[src/sv/pfe_pkg.sv]
// ============================================================================
// pfe_pkg
// Shared types and constants of the postfix expression evaluator.
// ============================================================================
package pfe_pkg;

    localparam int DATA_W      = 48;
    localparam int FRAC_BITS   = 16;
    localparam int STACK_DEPTH = 16;
    localparam int PTR_W       = $clog2(STACK_DEPTH);
    localparam int CNT_W       = $clog2(STACK_DEPTH + 1);
    localparam int HALF_W      = DATA_W / 2;
    localparam int MAG_W       = 2 * DATA_W;
    localparam int DIV_STEPS   = DATA_W + FRAC_BITS;
    localparam int DIV_CW      = $clog2(DIV_STEPS + 1);
    localparam int WGT_W       = FRAC_BITS;
    localparam int WQ_W        = FRAC_BITS + 1 + 32;
    localparam int RECIP_SHIFT = 35;

    localparam logic [31:0]        RECIP10    = 32'hCCCC_CCCD;
    localparam logic [WGT_W-1:0]   WGT_START  = WGT_W'(((64'd1 << FRAC_BITS) + 64'd5) / 64'd10);
    localparam logic [DATA_W-1:0]  VMAX       = {1'b0, {(DATA_W-1){1'b1}}};
    localparam logic [DATA_W-1:0]  VMIN       = {1'b1, {(DATA_W-1){1'b0}}};

    localparam logic [7:0] CH_ZERO  = 8'd48;
    localparam logic [7:0] CH_NINE  = 8'd57;
    localparam logic [7:0] CH_PLUS  = 8'h2B;
    localparam logic [7:0] CH_MINUS = 8'h2D;
    localparam logic [7:0] CH_STAR  = 8'h2A;
    localparam logic [7:0] CH_SLASH = 8'h2F;
    localparam logic [7:0] CH_POINT = 8'h2E;
    localparam logic [7:0] CH_SPACE = 8'h20;

    typedef enum logic [2:0] {
        K_NOP,
        K_DIGIT,
        K_POINT,
        K_PUSH,
        K_OP,
        K_ERR
    } kind_t;

    typedef enum logic [1:0] {
        OP_ADD,
        OP_SUB,
        OP_MUL,
        OP_DIV
    } op_t;

    typedef struct packed {
        kind_t      kind;
        op_t        op;
        logic [3:0] digit;
        logic       last;
    } item_t;

    typedef enum logic [2:0] {
        ST_IDLE,
        ST_EXEC,
        ST_MUL_LO,
        ST_MUL_HI,
        ST_DIV,
        ST_SAT,
        ST_WB,
        ST_OUT
    } state_t;

endpackage

[src/sv/pfe_queue.sv]
// ============================================================================
// pfe_queue
// Two-entry queue of classified items between front and back.
// ============================================================================
module pfe_queue (
    input  logic           clk,
    input  logic           rst_n,
    input  logic           push,
    input  pfe_pkg::item_t push_item,
    output logic           full,
    input  logic           pop,
    output logic           not_empty,
    output pfe_pkg::item_t pop_item
);

    pfe_pkg::item_t slot_reg [2];
    logic           wptr_reg, wptr_next;
    logic           rptr_reg, rptr_next;
    logic [1:0]     fill_reg, fill_next;

    assign full      = fill_reg == 2'd2;
    assign not_empty = fill_reg != 2'd0;
    assign pop_item  = slot_reg[rptr_reg];

    always_comb
    begin
        wptr_next = wptr_reg ^ push;
        rptr_next = rptr_reg ^ pop;
        fill_next = fill_reg + 2'(push) - 2'(pop);
    end

    always_ff @(posedge clk)
    begin
        if (push)
            slot_reg[wptr_reg] <= push_item;
    end

    always_ff @(posedge clk or negedge rst_n)
    begin
        if (!rst_n)
        begin
            wptr_reg <= 1'b0;
            rptr_reg <= 1'b0;
            fill_reg <= 2'd0;
        end
        else
        begin
            wptr_reg <= wptr_next;
            rptr_reg <= rptr_next;
            fill_reg <= fill_next;
        end
    end

endmodule

[config.mk]
export PLATFORM = sky130hd
export DESIGN_NAME = pfe_queue
export DESIGN_NICKNAME = d
export VERILOG_FILES = /design/src/sv/pfe_pkg.sv /design/src/sv/pfe_queue.sv
export SDC_FILE = /design/constraint.sdc
export NUM_CORES = 1
export LEC_CHECK = 0
export ABC_AREA = 1
export BUFFER_PORTS_ARGS = -buffer_cell sky130_fd_sc_hd__buf_2
export CORE_UTILIZATION = 25
export DETAILED_ROUTE_END_ITERATION = 8
export PLACE_DENSITY = 0.46
export REMOVE_ABC_BUFFERS = 1
export SYNTH_ARGS = -nofsm -noshare
export SYNTH_HDL_FRONTEND = slang
export SYNTH_SLANG_ARGS = --single-unit
[constraint.sdc]
create_clock -name clk -period 1.51 [get_ports clk]
set_input_delay 0.0755 -clock clk [delete_from_list [all_inputs] [get_ports clk]]
set_output_delay 0.0755 -clock clk [all_outputs]
set_load 0.02 [all_outputs]
# ---- After elaboration in Yosys (flattened, before gate mapping)
# Memory sizes are Yosys's and may differ from the RTL's.
# Index checks and enable logic that the tools add are counted.
dict set report word_totals {
  in_bits 14
  elab_cells 12
  output_inout_bits 12
  ramBits 20
  n_memories 1
  register_bits 4
}
dict set report classes {
  reduce_logical 1
  n_addsub 2
  bitwise 2
  n_mux 2
  n_eq_ne 1
}
# name words width rd rd_clocked_by_memory_dff wr line_no
set memory_table {}
lappend memory_table {slot_reg 2 10 1 0 1 pfe_queue.sv:16} ;# pfe_pkg::item_t slot_reg [2];
# op count
set ops {}
lappend ops {{2-bit by 1-bit adder with 2-bit output} 1}
lappend ops {{2-bit equality test (second input constant)} 1}
lappend ops {{1-bit two-way mux} 2}
lappend ops {{2-bit nonzero test} 1}
lappend ops {{2-bit by 1-bit subtractor with 2-bit output} 1}
lappend ops {{1-bit bitwise XOR} 2}

# ---- Logic depth before layout (Yosys ltp)
# Gate-level depths: netlist (run 1).
dict set report logic_depth {
  depth_word 2
  ltp_mapped 7
  mapped_depth_nobuf 7
}

# ---- Least setup slack after synthesis (run 1)
# No wires, ideal clock.
dict set report synth_path {
  path_type {reg2reg}
  startpoint {reg wptr_reg}
  endpoint {mem slot_reg[0][0] (netlist name), enable pin}
  path_slack_ns 0.426
  stages_incl_launch_ff 3
  t_arrival_ns 0.741
  path_buffers 0
  period_less_slack_ns 1.084
  setup_time_ns 0.343
  t_required_ns 1.167
  path_cell_list {dfrtp_1 > inv_1 > ha_1}
}
# element line_no
set synth_rtl {}
lappend synth_rtl {{from (decl)} pfe_queue.sv:17} ;# logic wptr_reg, wptr_next;
lappend synth_rtl {{from (signal assigned)} pfe_queue.sv:48} ;# wptr_reg <= wptr_next;
lappend synth_rtl {{to (decl)} pfe_queue.sv:16}
# Straight into the memory's write port.

==> key figures, run 1 <==
Status
  – Status: completed

Layout
  – Most frequent cells in the layout: 25 x buf_2, 20 x edfxtp_1, 17 x inv_1
  – Fill count: 397
  – Non-filler cells, final: 159
  – Multi-input logic area: 215 µm²
  – Fin nets: 130
  – Register Area: 701 µm²
  – Max reg flops: 20
  – Antenna cells: 0
  – Area growth, synth to finish: 30.8%
  – Commonest non-fill, non-tap cell in the layout: buf_2
  – Layout cells sized above 1: 36.9%

Place
  – Buffers on Ports: 25
  – Dpl hpwl: 1150 µm
  – Post-placement cell count: 149
  – RD Place Congestion: 0.676

Pwr
  – Leak: 0.597 nW
  – Design Power: 2.41 mW
  – PD cells: 1840 mW/mm²
  – VDD IR max: 0.000925 V

Critical path
  – Crit-path max FO: 20
  – Worst EP required: 1430 ps
  – Critical setup path kind: reg -> out
  – R2r startpoint: wptr_reg
  – Top delay family on crit path: buffers and inverters
  – WP buf/inv: 2
  – Crit path launch type: flop
  – Cell Chain, Critical Path: buf_4 -> nand2_1 -> o21ai_2 -> buf_2
  – Peak per-stage delay on the critical path: 360 ps
  – WP data arrival: 1250 ps
  – R2r worst-path depth: 1
  – Crit. End Element: output pin
  – Worst r2r dst: slot_reg[1][6]
  – FF-to-FF setup slack: 340 ps
  – Critical-path top delay cell: dfrtp_1

CTS
  – Worst-path clk slew: 80 ps
  – Num CTS Buffers: 3
  – Clock latency on the worst-skew pair: 260 ps
  – CTS H-tree depth: 1
  – Max Buffers Root-to-Sink: 2
  – CTS sink cnt: 24
  – CTS tree: yes
  – Clock root buffer master: clkbuf_8
  – # Post-CTS Setup Buffers: 0

STA
  – Fin Setup TNS: 0 ps
  – Max Fclk: 755 MHz
  – Hold WS: 9.73 ps
  – RSZ-0062 raised after global routing: no
  – Worst relative slew slack: 68.2%
  – Slew Limit Fails: 0
  – Crit path time final: 1320 ps
  – Worst Tran Pin Value: 476 ps
  – Final hold violations: 0
  – Final period util: 87.7%
  – Max Clock Skew: 1.39 ps
  – Final setup viols: 0

Hold path
  – Hold path start: push_item[6]
  – Hold path endpoint: slot_reg[1][6]
  – Worst hold path type: in -> reg
  – WHS Path Cells: 1

Synthesis
  – #FFs+latches synth: 24
  – Sequential element share of the synthesized area: 69.9%
  – Post-Syn Area: 0.00100 mm²
  – Synthesis Warnings: 0
  – Mapped Cells: 76
  – Synth cell types: 10
  – Mean post-synth cell area: 13.2 µm²

Detailed routing
  – Drt drc: 0
  – Final ANT Viol Nets: 0
  – DRT iter0 DRCs: 4
  – DR pass1 iterations: 3
  – Via density: 4.01
  – WL final: 1560 µm
  – Via count: 638
  – Per-cell routed wire length: 9.83 µm

Die
  – Core region area: 0.00374 mm²
  – Die Y: 65.3 µm
  – Die footprint: 0.00427 mm²
  – Width of the chip: 65.3 µm
  – Site Rows: 22
  – Starting Density: 26.8%
  – Io pins: 26

GRT
  – First-pass GRT wire length: 2680 µm
  – Largest net degree at the start of global routing: 21
  – Initial antenna violation count: 0
  – GRT Util Overall: 8.59%
  – GRT Residual Overflow: 0
  – Vias in the first global route: 613

Run
  – Max Cap Viol: 0
==> layout make-up <==
| type | instances | share of cell area (%) |
|---|---|---|
| clock buffers | 3 | 3.15 |
| clock inverters | 1 | 2.29 |
| inverters | 17 | 4.87 |
| multi-input cells | 33 | 16.4 |
| flip-flops and latches | 24 | 53.4 |
| well taps | 48 | 4.58 |
| repair buffers | 33 | 15.3 |
==> metal layers <==
metal  global-route usage, %  vias to the layer above  wire, µm
met3                    3.30                        2       101
met2                    14.9                       19       769
li1                        -                      318         -
met1                    9.35                      299       665
met4                    3.26                        0        27
met5                       0                        -         0
==> per-stage QoR <==
step	setup WS, ps	util (%)	area (µm²)
2_1_floorplan	392	-	980
3_5_place_dp	337	31.5	1180
3_3_place_gp	380	31.5	1180
5_1_grt	54.6	35.0	1310
4_1_cts	152	34.2	1280
6_report	186	35.0	1310
==> power breakdown <==
part	switching [mW]	total, mW	leakage, nW	internal (mW)
Combinational	0.603	0.920	0.327	0.318
Sequential	0.0513	0.947	0.235	0.896
Clock	0.189	0.543	0.0357	0.354
Total	0.843	2.41	0.597	1.57
==> Yosys cell counts <==
master / instances / area [µm²]
nand2_1: 16 / 60.1
buf_6: 2 / 22.5
nor2_1: 1 / 3.75
edfxtp_1: 20 / 601
ha_1: 4 / 50.1
xor2_1: 1 / 8.76
o21ai_2: 10 / 87.6
inv_1: 17 / 63.8
dfrtp_1: 4 / 100
nand3_1: 1 / 5.00
==> how the worst max path moves through the flow <==
stage / start / to / slack [ps] / depth (start not counted)
CTS: rptr_reg / pop_item[2] / 150 / 4
global route: rptr_reg / pop_item[8] / 50 / 4
detailed placement: wptr_reg / slot_reg[1][3] / 340 / 1
finish: rptr_reg / pop_item[2] / 190 / 4
floorplan: rptr_reg / pop_item[0] / 390 / 2
global placement: wptr_reg / slot_reg[1][5] / 380 / 1
==> kinds of logic after synthesis <==
kind of cell	after synthesis	synth area share, %
AOI/OAI and AO/OA	10	8.74
xor gates and xnor gates	1	0.874
adders and majority gates	4	4.99
buffers and inverters	19	8.61
DFF	24	69.9
and+or+nand+nor	18	6.87
==> repair_timing <==
| action | in CTS | in global routing |
|---|---|---|
| resized for setup | 0 | 0 |
| endpoints found under the hold margin | 8 | 6 |
| hold buffers | 3 | 3 |
Power figures use the tool's default switching activity.
==> inputs of run 2 (changes only) <==
--- a/config.mk
+++ b/config.mk
@@ -6,7 +6,7 @@
 export NUM_CORES = 1
 export LEC_CHECK = 0
 export ABC_AREA = 1
-export BUFFER_PORTS_ARGS = -buffer_cell sky130_fd_sc_hd__buf_2
+export BUFFER_PORTS_ARGS = -buffer_cell sky130_fd_sc_hd__buf_4
 export CORE_UTILIZATION = 25
 export DETAILED_ROUTE_END_ITERATION = 8
 export PLACE_DENSITY = 0.46
==> run 2 against run 1 <==
  * Highest routed layer unchanged
  * Clock skew is 7.1 ps higher
  * Sequential power about the same
  * Hold slack improved by 45 ps
  * Wire length is 4.2% higher
  * Clock-buffer cell count is the same
  * Critical endpoint unchanged
  * Setup slack worse by 8.9 ps
  * Die area unchanged
==> key figures, run 2 (synthesis gave the netlist of run 1 again) <==
Critical path
  – WP data arrival: 1260 ps
  – Worst EP required: 1430 ps
  – Worst setup path end: pop_item[2]
  – Crit. End Element: output pin
  – Critical setup path kind: reg -> out
  – Worst r2r dst: slot_reg[1][5]
  – FF-to-FF setup slack: 340 ps
  – R2r startpoint: wptr_reg
  – Peak per-stage delay on the critical path: 380 ps
  – R2r worst-path depth: 1
  – Critical Path Stages: 4
  – WP buf/inv: 2
  – Crit path launch type: flop
  – Critical-path top delay cell: dfrtp_1
  – Top delay family on crit path: buffers and inverters
  – Most frequent CP cell: buf_4
  – Cell Chain, Critical Path: buf_4 -> nand2_1 -> o21ai_2 -> buf_4
  – Crit path launch: rptr_reg
  – Crit-path max FO: 20

GRT
  – Vias in the first global route: 613
  – GRT Util Overall: 8.32%
  – First-pass GRT wire length: 2600 µm
  – Largest net degree at the start of global routing: 21
  – GRT Residual Overflow: 0
  – Initial antenna violation count: 0

Pwr
  – Logic gate share of total power: 40.9%
  – Leak: 0.643 nW
  – Reg power frac: 37.1%
  – Clock share of power: 22.0%
  – VDD IR max: 0.000732 V
  – PD cells: 1780 mW/mm²
  – Design Power: 2.55 mW
  – Sw Ratio: 34.3%
  – Power Internal: 1.68 mW
  – P_sw: 0.873 mW

Hold path
  – Worst hold path type: in -> reg

STA
  – Crit path time final: 1330 ps
  – Max Fclk: 750 MHz
  – Max Clock Skew: 8.49 ps
  – Hold WS: 54.9 ps
  – Final WS setup: 177 ps
  – Worst Tran Pin Value: 481 ps
  – Worst relative slew slack: 67.9%
  – Final setup viols: 0
  – RSZ-0062 raised after global routing: no
  – Final period util: 88.3%
  – Final hold violations: 0
  – Slew Limit Fails: 0
  – Fin Setup TNS: 0 ps

CTS
  – CTS H-tree depth: 1
  – Worst-path clk slew: 90 ps
  – Clock latency on the worst-skew pair: 270 ps
  – CTS sink cnt: 24
  – CTS tree: yes
  – Clock root buffer master: clkbuf_8
  – Max Buffers Root-to-Sink: 2
  – # Post-CTS Setup Buffers: 0
  – Num CTS Buffers: 3

Die
  – Die Y: 65.3 µm
  – Die footprint: 0.00427 mm²
  – Width of the chip: 65.3 µm
  – Core region area: 0.00374 mm²
  – Starting Density: 26.8%
  – Io pins: 26
  – Site Rows: 22

Detailed routing
  – Via density: 4.02
  – WL final: 1630 µm
  – Via count: 664
  – Routed length on met2: 825 µm
  – Final ANT Viol Nets: 0
  – DR pass1 iterations: 4
  – Drt drc: 0
  – DRT iter0 DRCs: 10
  – WL met1: 682 µm
  – Uppermost layer routed: met4
  – Met3 WL: 83 µm
  – Per-cell routed wire length: 9.87 µm

Status
  – Status: completed

Layout
  – Fin nets: 136
  – Non-filler cells, final: 165
  – Max reg flops: 20
  – Most frequent cells in the layout: 27 x buf_4, 20 x edfxtp_1, 17 x inv_1
  – Layout cells sized above 1: 35.0%
  – Area growth, synth to finish: 43.1%
  – Commonest non-fill, non-tap cell in the layout: buf_4
  – Antenna cells: 0

Place
  – Dpl hpwl: 1130 µm
  – Post-place setup slack: 329 ps
  – Buffers on Ports: 25
  – RD Place Congestion: 0.608
  – Post-placement cell count: 149

Run
  – Max Cap Viol: 0
## run 2: through the flow
step                      util [%]  area, µm²
after floorplan                  -        980
after global placement        33.2       1240
after detailed placement      33.2       1240
after CTS                     38.3       1430
after global routing          38.3       1430
final                         38.3       1430
## run 2: worst min-delay path by stage
stage,from,to,cells after the start,slack (ps)
floorplan,rst_n,fill_reg[0],0,-220
global placement,rst_n,wptr_reg,1,-120
detailed placement,rst_n,wptr_reg,1,-120
CTS,push,fill_reg[0],2,60
global route,push,fill_reg[0],2,70
finish,push,fill_reg[0],2,50
## run 2: what timing repair did
item / CTS / global route
hold buffers: 12 / 0
resized for setup: 0 / 0
hold endpoints to repair: 25 / 0
## run 2: per-layer routing
| metal | track usage [%] | vias up |
|---|---|---|
| met5 | 0 | - |
| met4 | 4.89 | 0 |
| met3 | 1.74 | 4 |
| met2 | 14.7 | 20 |
| met1 | 9.10 | 314 |
| li1 | - | 326 |
## run 2: final cells by class
type / instances / area [µm²]
fill: 394 / 2310
sequential: 24 / 701
timing repair buffer: 39 / 323
multi-input combinational: 33 / 215
inverter: 17 / 63.8
tap: 48 / 60.1
clock buffer: 3 / 41.3
clock inverter: 1 / 30.0
## run 2: power by group through the flow
stage	registers [mW]	logic (mW)	clock network [mW]
2_1_floorplan	1.03	0.564	0
5_1_grt	0.965	1.16	0.595
3_5_place_dp	0.963	1.03	0
6_report	0.945	1.04	0.562
4_1_cts	0.948	1.06	0.571
3_3_place_gp	0.956	1.01	0
