File: src/sv/pfe_pkg.sv
// ============================================================================
// pfe_pkg
// Shared types and constants of the postfix expression evaluator.
// ============================================================================
package pfe_pkg;

    localparam int DATA_W      = 48;
    localparam int FRAC_BITS   = 16;
    localparam int STACK_DEPTH = 16;
    localparam int PTR_W       = $clog2(STACK_DEPTH);
    localparam int CNT_W       = $clog2(STACK_DEPTH + 1);
    localparam int HALF_W      = DATA_W / 2;
    localparam int MAG_W       = 2 * DATA_W;
    localparam int DIV_STEPS   = DATA_W + FRAC_BITS;
    localparam int DIV_CW      = $clog2(DIV_STEPS + 1);
    localparam int WGT_W       = FRAC_BITS;
    localparam int WQ_W        = FRAC_BITS + 1 + 32;
    localparam int RECIP_SHIFT = 35;

    localparam logic [31:0]        RECIP10    = 32'hCCCC_CCCD;
    localparam logic [WGT_W-1:0]   WGT_START  = WGT_W'(((64'd1 << FRAC_BITS) + 64'd5) / 64'd10);
    localparam logic [DATA_W-1:0]  VMAX       = {1'b0, {(DATA_W-1){1'b1}}};
    localparam logic [DATA_W-1:0]  VMIN       = {1'b1, {(DATA_W-1){1'b0}}};

    localparam logic [7:0] CH_ZERO  = 8'd48;
    localparam logic [7:0] CH_NINE  = 8'd57;
    localparam logic [7:0] CH_PLUS  = 8'h2B;
    localparam logic [7:0] CH_MINUS = 8'h2D;
    localparam logic [7:0] CH_STAR  = 8'h2A;
    localparam logic [7:0] CH_SLASH = 8'h2F;
    localparam logic [7:0] CH_POINT = 8'h2E;
    localparam logic [7:0] CH_SPACE = 8'h20;

    typedef enum logic [2:0] {
        K_NOP,
        K_DIGIT,
        K_POINT,
        K_PUSH,
        K_OP,
        K_ERR
    } kind_t;

    typedef enum logic [1:0] {
        OP_ADD,
        OP_SUB,
        OP_MUL,
        OP_DIV
    } op_t;

    typedef struct packed {
        kind_t      kind;
        op_t        op;
        logic [3:0] digit;
        logic       last;
    } item_t;

    typedef enum logic [2:0] {
        ST_IDLE,
        ST_EXEC,
        ST_MUL_LO,
        ST_MUL_HI,
        ST_DIV,
        ST_SAT,
        ST_WB,
        ST_OUT
    } state_t;

endpackage

File: src/sv/pfe_front.sv
// ============================================================================
// pfe_front
// Classifies each character; spaces and operators against the previous one.
// ============================================================================
module pfe_front (
    input  logic          clk,
    input  logic          rst_n,
    input  logic          in_valid,
    input  logic [7:0]    in_char,
    input  logic          in_last,
    input  logic          in_ready,
    output pfe_pkg::item_t item
);

    logic [7:0] prev_reg;
    logic [7:0] prev_next;
    logic       is_digit;
    logic       prev_digit;

    assign is_digit   = (in_char >= pfe_pkg::CH_ZERO) && (in_char <= pfe_pkg::CH_NINE);
    assign prev_digit = (prev_reg >= pfe_pkg::CH_ZERO) && (prev_reg <= pfe_pkg::CH_NINE);

    always_comb
    begin
        item.kind  = pfe_pkg::K_NOP;
        item.op    = pfe_pkg::OP_ADD;
        item.digit = 4'(in_char - pfe_pkg::CH_ZERO);
        item.last  = in_last;
        case (in_char)
            pfe_pkg::CH_POINT: item.kind = pfe_pkg::K_POINT;
            pfe_pkg::CH_SPACE:
            begin
                if (prev_reg == pfe_pkg::CH_SPACE)
                    item.kind = pfe_pkg::K_ERR;
                else if (prev_digit)
                    item.kind = pfe_pkg::K_PUSH;
            end
            pfe_pkg::CH_PLUS, pfe_pkg::CH_MINUS, pfe_pkg::CH_STAR, pfe_pkg::CH_SLASH:
            begin
                item.kind = (prev_reg == pfe_pkg::CH_SPACE) ? pfe_pkg::K_OP : pfe_pkg::K_ERR;
                if (in_char == pfe_pkg::CH_MINUS)
                    item.op = pfe_pkg::OP_SUB;
                else if (in_char == pfe_pkg::CH_STAR)
                    item.op = pfe_pkg::OP_MUL;
                else if (in_char == pfe_pkg::CH_SLASH)
                    item.op = pfe_pkg::OP_DIV;
            end
            default:
            begin
                if (is_digit)
                    item.kind = pfe_pkg::K_DIGIT;
            end
        endcase
    end

    always_comb
    begin
        prev_next = prev_reg;
        if (in_valid && in_ready)
            prev_next = in_last ? 8'd0 : in_char;
    end

    always_ff @(posedge clk or negedge rst_n)
    begin
        if (!rst_n)
            prev_reg <= 8'd0;
        else
            prev_reg <= prev_next;
    end

endmodule

File: config.mk
export PLATFORM = sky130hd
export DESIGN_NAME = pfe_front
export DESIGN_NICKNAME = d
export VERILOG_FILES = /design/src/sv/pfe_pkg.sv /design/src/sv/pfe_front.sv
export SDC_FILE = /design/constraint.sdc
export NUM_CORES = 1
export LEC_CHECK = 0
export BUFFER_PORTS_ARGS = -buffer_cell sky130_fd_sc_hd__buf_2
export CORE_AREA = 2 2 40 42
export CTS_BUF_LIST = sky130_fd_sc_hd__clkbuf_8
export DETAILED_ROUTE_END_ITERATION = 6
export DIE_AREA = 0 0 42 44
export GPL_TIMING_DRIVEN = 1
export PLACE_DENSITY = 0.82
export RECOVER_POWER = 100
export SLEW_MARGIN = 20
export SYNTH_ARGS = -nofsm -noshare
export SYNTH_HDL_FRONTEND = slang
export SYNTH_SLANG_ARGS = --single-unit
File: constraint.sdc
create_clock -name clk -period 1.1 [get_ports clk]
set_input_delay 0.055 -clock clk [delete_from_list [all_inputs] [get_ports clk]]
set_output_delay 0.055 -clock clk [all_outputs]
set_load 0.02 [all_outputs]
; ---- Word level (Yosys, flattened, before mapping)
; Index checks and enable logic that the tools add are counted.
[word_totals]
ff_bits = 8
elab_cells = 27
inputBits = 13
[op_classes]
reduce_logical = 4
magnitude_cmp = 4
addsub = 1
mux = 10
n_eq_ne = 7
[ops]
columns = operator, count
row1 = $eq A8 B6 Y1 const B, 7
row2 = $ge A8 B6 Y1 const B, 2
row3 = $le A8 B6 Y1 const B, 2
row4 = $mux W2, 5
row5 = $pmux W3 S3, 1
row6 = $mux W8, 1
row7 = $reduce_or A4 Y1, 1
row8 = $sub A4 B1 Y4 const B, 1
row9 = $logic_and A1 B1 Y1, 3
row10 = $mux W3, 1
row11 = $mux W1, 2

; ---- Logic depth before layout (Yosys ltp)
; Gate-level depths: netlist of run 1.
[logic_depth]
ltp_word = 5
ltp_mapped = 5

; ---- Worst setup path before layout of run 1
; Ideal clock, no wire load.
[synth_path]
path_type = register to output
start = register prev_reg[4]
end = output item[7] (netlist bit)
arrival_ps = 1260
slack_ps = -215
t_required_ps = 1045
path_buffers = 0
path_stages_with_launch = 5
cell_sequence = dfrtp_1 -> nor4b_4 -> a32o_1 -> a21oi_1 -> o21ai_1
[synth_rtl]
columns = element, line
row1 = "start, declared", pfe_front.sv:15  ; logic [7:0] prev_reg;
row2 = "start signal, assigned", pfe_front.sv:68  ; prev_reg <= prev_next;
row3 = "end, declared", pfe_front.sv:12  ; output pfe_pkg::item_t item

==> results of run 1 <==
[through the flow]
| stage | setup slack (ps) | TNS, ps | utilization |
|---|---|---|---|
| 2_1_floorplan | -120 | -239 | - |
| 3_3_place_gp | -236 | -588 | 0.515 |
| 3_5_place_dp | -266 | -669 | 0.515 |
| 4_1_cts | -499 | -1410 | 0.569 |
| 5_1_grt | -584 | -1640 | 0.568 |
| 6_report | -526 | -1440 | 0.568 |
[synth_stat cells, types with 2 or more instances]
| master | instances |
|---|---|
| nand2b_1 | 6 |
| o21ai_0 | 8 |
| nor2_1 | 2 |
| dfrtp_1 | 8 |
| nand3_1 | 3 |
| nor3_1 | 3 |
| inv_1 | 2 |
| buf_4 | 5 |
| nand2_1 | 13 |
| o31ai_1 | 3 |
[path summary, 6_finish.rpt]
check / endpoint / depth (start not counted) / from
max: item[9] / 5 / prev_reg[2]$_DFFE_PN0P_
min: prev_reg[6]$_DFFE_PN0P_ / 3 / in_char[6]
max reg2reg: prev_reg[1]$_DFFE_PN0P_ / 3 / prev_reg[1]$_DFFE_PN0P_
min reg2reg: prev_reg[0]$_DFFE_PN0P_ / 2 / prev_reg[0]$_DFFE_PN0P_
max in group asynchronous: prev_reg[1]$_DFFE_PN0P_ / 2 / rst_n
min in group asynchronous: prev_reg[7]$_DFFE_PN0P_ / 2 / rst_n
[what timing repair did]
action	CTS	global route
endpoints found under the setup margin	3	3
endpoints found under the hold margin	8	0
pin swaps	2	2
buffers inserted	1	0
cloned	0	0
hold buffers	1	0
resized for setup	6	7
[power breakdown]
| group | internal, W | switching [W] |
|---|---|---|
| Clock | 0.000238 | 0.000123 |
| Sequential | 0.000326 | 0.0000373 |
| Combinational | 0.0000986 | 0.000132 |
[area by class of cell]
class                      count  area [um^2]
tap                           16         20.0
clock buffer                   3         41.3
sequential                     8          200
multi-input combinational     51          358
inverter                       2         7.51
fill                         127          613
timing repair buffer          32          179
[layer usage]
layer  vias up  global-route usage
li1        295                   -
met1       286               0.234
met2        17               0.350
met3         4              0.0417
met4         0               0.116
met5         -                   0
[logic make-up after synthesis]
kind of cell,Yosys count,share of synthesized area
AO/OA/AOI/OAI,17,0.185
multiplexers,1,0.0174
AND/OR/NAND/NOR,32,0.341
flip-flops,8,0.348
XOR/XNOR,1,0.0152
buffers and inverters,9,0.0935
[worst register-to-register path, cell delays in order, from the launching register on]
cell and delay, ps:
dfrtp_1 410, clkbuf_1 170, nand2_1 70, o21ai_0 90
==> results.sh, run 1 <==
export IMPL_syn_avg_cell_area_um2=8.46
export IMPL_layout_min_cycle_time_ps=1630
export IMPL_start_util=0.406
export IMPL_die_area_um2=1850
export IMPL_crit_arrival_ps=1570
export IMPL_required_ps=1040
export IMPL_wl_met2_um=876
export IMPL_drcViolationCount=0
export IMPL_top_layer="met4"
export IMPL_async_flop_share=1.00
export IMPL_grt_pass1_wl_um=2690
export IMPL_dr_wl_met3_um=48
export IMPL_crit_path_end_kind="primary output"
export IMPL_die_y_um=44
export IMPL_mostFrequentLayoutCell="buf_2"
export IMPL_antenna_found_initial=0
export IMPL_num_vias=602
export IMPL_violations="setup timing"
export IMPL_root_buffer="clkbuf_8"
export IMPL_final_cells=112
export IMPL_crit_type="flop to primary output"
export IMPL_hpwlAfterDp_um=1080
export IMPL_fin_area_um2=806
export IMPL_fp_row_count=14
export IMPL_largest_reg_flops=8
export IMPL_synth_flop_cell="dfrtp_1"
export IMPL_final_hold_viol_count=0
export IMPL_worst_path_buf_inv=1
export IMPL_synth_fp_nets=81
export IMPL_gr_total_overflow=0
export IMPL_clk_path_buf_depth=2
export IMPL_power_w=0.000955
export IMPL_synth_area_leaders="dfrtp_1 35%, nand2_1 8.5%, o21ai_0 7.0%, buf_4 6.5%, nand2b_1 6.5%"
export IMPL_core_um2=1420
export IMPL_slowest_stage="dfrtp_1"
export IMPL_first_global_vias=613
export IMPL_io_buffers=22
export IMPL_start_kind="flop"
export IMPL_drt_first_pass_iters=4
export IMPL_n_antenna_cell=0
export IMPL_synth_distinct_cells=25
export IMPL_routabilityCongestion=0.852
export IMPL_drv_cap=0
export IMPL_relSlewSlack=0.705
export IMPL_wl_um=1640
export IMPL_synth_top_area_cell="dfrtp_1"
export IMPL_synth_top_cell_area_share=0.348
export IMPL_whs_ps=92.9
export IMPL_grt_use_total=0.203
export IMPL_mostFrequentLayoutCells="13 x buf_2, 12 x nand2_1, 9 x clkbuf_1"
export IMPL_synth_cells=68
export IMPL_slew_viol_final=0
export IMPL_seq_area_frac_synth=0.348
export IMPL_hold_path_class="primary input to flop"
export IMPL_fp_dieW_um=42
export IMPL_via_per_inst=5.38
export IMPL_yosys_warnings=0
export IMPL_rsz0062_at_grt="yes"
export IMPL_drtIter0Drc=15
export IMPL_dpl_cell_area_um2=731
export IMPL_ctsHtreeMaxLevel=1
export IMPL_cts_sinks=8
export IMPL_finalSetupViolCount=3
export IMPL_synth_edf_count=0
export IMPL_ios=23
export IMPL_leakagePower_nw=0.346
export IMPL_finalNetCount=111
export IMPL_outcome="finished, violations left"
export IMPL_cp_top_family="simple AND/OR/NAND/NOR gates"
export IMPL_ant_nets=0
export IMPL_worst_slew_pin_slew_ps=443
export IMPL_r2r_slack_ps=230
export IMPL_synth_area_um2=576
export IMPL_clk_latency_ps=230
export IMPL_cts_tree="yes"
export IMPL_drt_met1_wl_um=677
export IMPL_wl_per_cell_um=14.6
export IMPL_cts_buffers=3
export IMPL_min_period_over_period=1.48
export IMPL_ir_worst_vdd_v=0.00111
export IMPL_setup_ws_ps=-526
export IMPL_p_per_area_nw_per_um2=1190
export IMPL_path_max_fanout=3
export IMPL_max_freq_mhz=615
export IMPL_cp_cell_sequence="nor4_4 > nand3_1 > a21o_1 > a21oi_4 > buf_6"
export IMPL_clk_pin_slew_worst_paths_ps=40
export IMPL_finClkSkew_ps=0
export IMPL_dp_cells=107
export IMPL_syn2layout_area_growth_pct=40.0
export IMPL_drive_gt1_frac=0.344
export IMPL_grt_max_degree=17
export IMPL_crit_path_max_incr_delay_ps=400
export IMPL_synth_seq_cells=8
No activity file was read; power rests on OpenSTA's default activity.
==> inputs of run 2 (changes only) <==
ABC_AREA = 1   (was default)
PLACE_DENSITY = 0.83   (was 0.82)
==> run 2 against run 1 <==
  * The flow still finishes with violations (setup timing)
  * Fmax grew 27%
  * Sequential share of layout area grew 1.1 points
  * Clock-buffer cell count is the same
  * Die area is the same
  * Highest routed layer unchanged
  * Power shrank 6.2%
  * Sequential power shrank 5%
  * Largest power group unchanged
  * Register-to-register slack gained 60 ps
  * Hold slack gained 19 ps
  * Global-route usage shrank 3.3 points
  * Critical path depth grew 3
==> results.sh, run 2 <==
export IMPL_hold_path_depth=3
export IMPL_synth_top_cell_area_share=0.338
export IMPL_ios=23
export IMPL_drive_gt1_frac=0.387
export IMPL_antenna_found_initial=0
export IMPL_slowest_stage="dfrtp_1"
export IMPL_finalSetupViolCount=3
export IMPL_drv_cap=0
export IMPL_cts_sinks=8
export IMPL_hold_path_class="primary input to flop"
export IMPL_start_kind="flop"
export IMPL_drcViolationCount=0
export IMPL_relSlewSlack=0.709
export IMPL_whs_ps=112
export IMPL_first_global_vias=553
export IMPL_clk_latency_ps=220
export IMPL_crit_type="flop to primary output"
export IMPL_synth_edf_count=0
export IMPL_outcome="finished, violations left"
export IMPL_synth_fp_nets=98
export IMPL_grt_use_total=0.170
export IMPL_grt_pass1_wl_um=2300
export IMPL_yosysMostFrequentCell="nand2_1"
export IMPL_p_per_area_nw_per_um2=1160
export IMPL_fp_row_count=14
export IMPL_min_period_over_period=1.17
export IMPL_root_buffer="clkbuf_8"
export IMPL_rsz0062_at_grt="yes"
export IMPL_cp_top_family="simple AND/OR/NAND/NOR gates"
export IMPL_seq_area_frac_synth=0.338
export IMPL_synth_top_area_cell="dfrtp_1"
export IMPL_required_ps=1040
export IMPL_leakagePower_nw=0.385
export IMPL_worst_path_buf_inv=2
export IMPL_synth_flop_cell="dfrtp_1"
export IMPL_multi_input_area_um2=314
export IMPL_clk_pin_slew_worst_paths_ps=40
export IMPL_grt_max_degree=15
export IMPL_cpMostUsedCell="nand2_1"
export IMPL_syn2layout_area_growth_pct=30.0
export IMPL_place_ws_ps=2.33
export IMPL_syn_avg_cell_area_um2=6.98
export IMPL_cp_cell_sequence="inv_2 > nand2_2 > nor2_2 > nand2_1 > nand2_1 > nand2_1 > nand3_2 > buf_6"
export IMPL_num_vias=594
export IMPL_n_antenna_cell=0
export IMPL_ant_nets=0
export IMPL_startpoint="prev_reg[1]$_DFFE_PN0P_"
export IMPL_largest_reg_flops=8
export IMPL_crit_path_end_kind="primary output"
export IMPL_core_um2=1420
export IMPL_synth_top_cells_by_count="19 x nand2_1, 12 x inv_1, 12 x nand3_1"
export IMPL_crit_path_max_incr_delay_ps=390
export IMPL_r2r_start="prev_reg[1]$_DFFE_PN0P_"
export IMPL_drtIter0Drc=8
export IMPL_synth_seq_cells=8
export IMPL_ctsHtreeMaxLevel=1
export IMPL_utilization=0.543
export IMPL_final_hold_viol_count=0
export IMPL_synth_distinct_cells=17
export IMPL_die_area_um2=1850
export IMPL_drt_first_pass_iters=4
export IMPL_via_per_inst=4.87
export IMPL_mostFrequentLayoutCell="nand2_1"
export IMPL_fillers=144
export IMPL_finalNetCount=121
export IMPL_die_y_um=44
export IMPL_crit_arrival_ps=1230
export IMPL_wl_um=1380
export IMPL_yosys_warnings=0
export IMPL_synth_area_leaders="dfrtp_1 34%, nand2_1 12%, nand3_1 10%, o21ai_0 7.6%, inv_1 7.6%"
export IMPL_regArea_um2=200
export IMPL_layout_min_cycle_time_ps=1280
export IMPL_synth_cells=85
export IMPL_routabilityCongestion=0.801
export IMPL_cp_depth=8
export IMPL_worst_slew_pin_slew_ps=437
export IMPL_synth_area_um2=593
export IMPL_holdCritStartpoint="in_char[6]"
export IMPL_violations="setup timing"
export IMPL_max_freq_mhz=780
export IMPL_clk_path_buf_depth=2
export IMPL_cts_tree="yes"
export IMPL_async_flop_share=1.00
export IMPL_rr_worst_depth=3
export IMPL_slew_viol_final=0
export IMPL_cts_buffers=3
export IMPL_start_util=0.418
export IMPL_fp_dieW_um=42
export IMPL_hpwlAfterDp_um=1090
export IMPL_power_w=0.000896
export IMPL_mostFrequentLayoutCells="16 x nand2_1, 13 x buf_2, 11 x nand3_1"
export IMPL_setup_ws_ps=-182
export IMPL_finClkSkew_ps=0
export IMPL_path_max_fanout=2
export IMPL_wl_per_cell_um=11.3
export IMPL_gr_total_overflow=0
export IMPL_io_buffers=22
export IMPL_ir_worst_vdd_v=0.000774
-- run 2: per-layer routing --
metal	GRT usage	wire length (um)	vias to the layer above
met5	0	0	-
met4	0.0968	29	0
met3	0.0417	85	4
met2	0.297	661	22
met1	0.190	601	256
li1	-	-	312
-- run 2: metrics by stage --
step                      std cells  TNS (ps)  cell area (um^2)
after floorplan                  85         0               593
after global placement          117         0               681
after detailed placement        117         0               681
after CTS                       121      -354               763
after global routing            122      -548               771
final                           122      -337               771
-- run 2: tightest hold or removal path: cells and delay by family --
family,cells,cell delay (ps)
AO/OA/AOI/OAI,1,60
AND/OR/NAND/NOR,1,70
buffers and inverters,1,110
-- run 2: power breakdown --
group | total [W] | internal (W) | switching (W)
combinational | 0.000207 | 0.0000723 | 0.000134
sequential | 0.000345 | 0.000328 | 0.0000167
clock | 0.000345 | 0.000236 | 0.000109
total | 0.000896 | 0.000637 | 0.000260
-- run 2: kinds of logic after synthesis --
group | after synthesis | synth area share
AND/OR/NAND/NOR | 46 | 0.411
buffers and inverters | 21 | 0.167
flip-flops | 8 | 0.338
AO/OA/AOI/OAI | 10 | 0.0844
-- run 2: path summary, 6_finish.rpt --
| path | endpoint | slack [ps] |
|---|---|---|
| hold reg to reg | prev_reg[6]$_DFFE_PN0P_ | 540 |
| hold / removal | prev_reg[6]$_DFFE_PN0P_ | 110 |
| setup reg to reg | prev_reg[1]$_DFFE_PN0P_ | 290 |
| min in group asynchronous | prev_reg[4]$_DFFE_PN0P_ | 280 |
| max in group asynchronous | prev_reg[0]$_DFFE_PN0P_ | 520 |
| setup / recovery | item[7] | -180 |
-- run 2: layout make-up --
cell class              instances  area share
clock buffers                   3      0.0536
inverters                      15      0.0731
multi-input cells              56       0.407
flip-flops and latches          8       0.260
well taps                      16      0.0260
repair buffers                 24       0.180
-- run 2: timing repair --
| item | CTS | global route |
|---|---|---|
| resized for setup | 13 | 7 |
| hold endpoints to repair | 8 | 0 |
| buffers inserted | 0 | 1 |
| setup endpoints to repair | 3 | 3 |
| pin swaps | 3 | 5 |
| hold buffers | 1 | 0 |
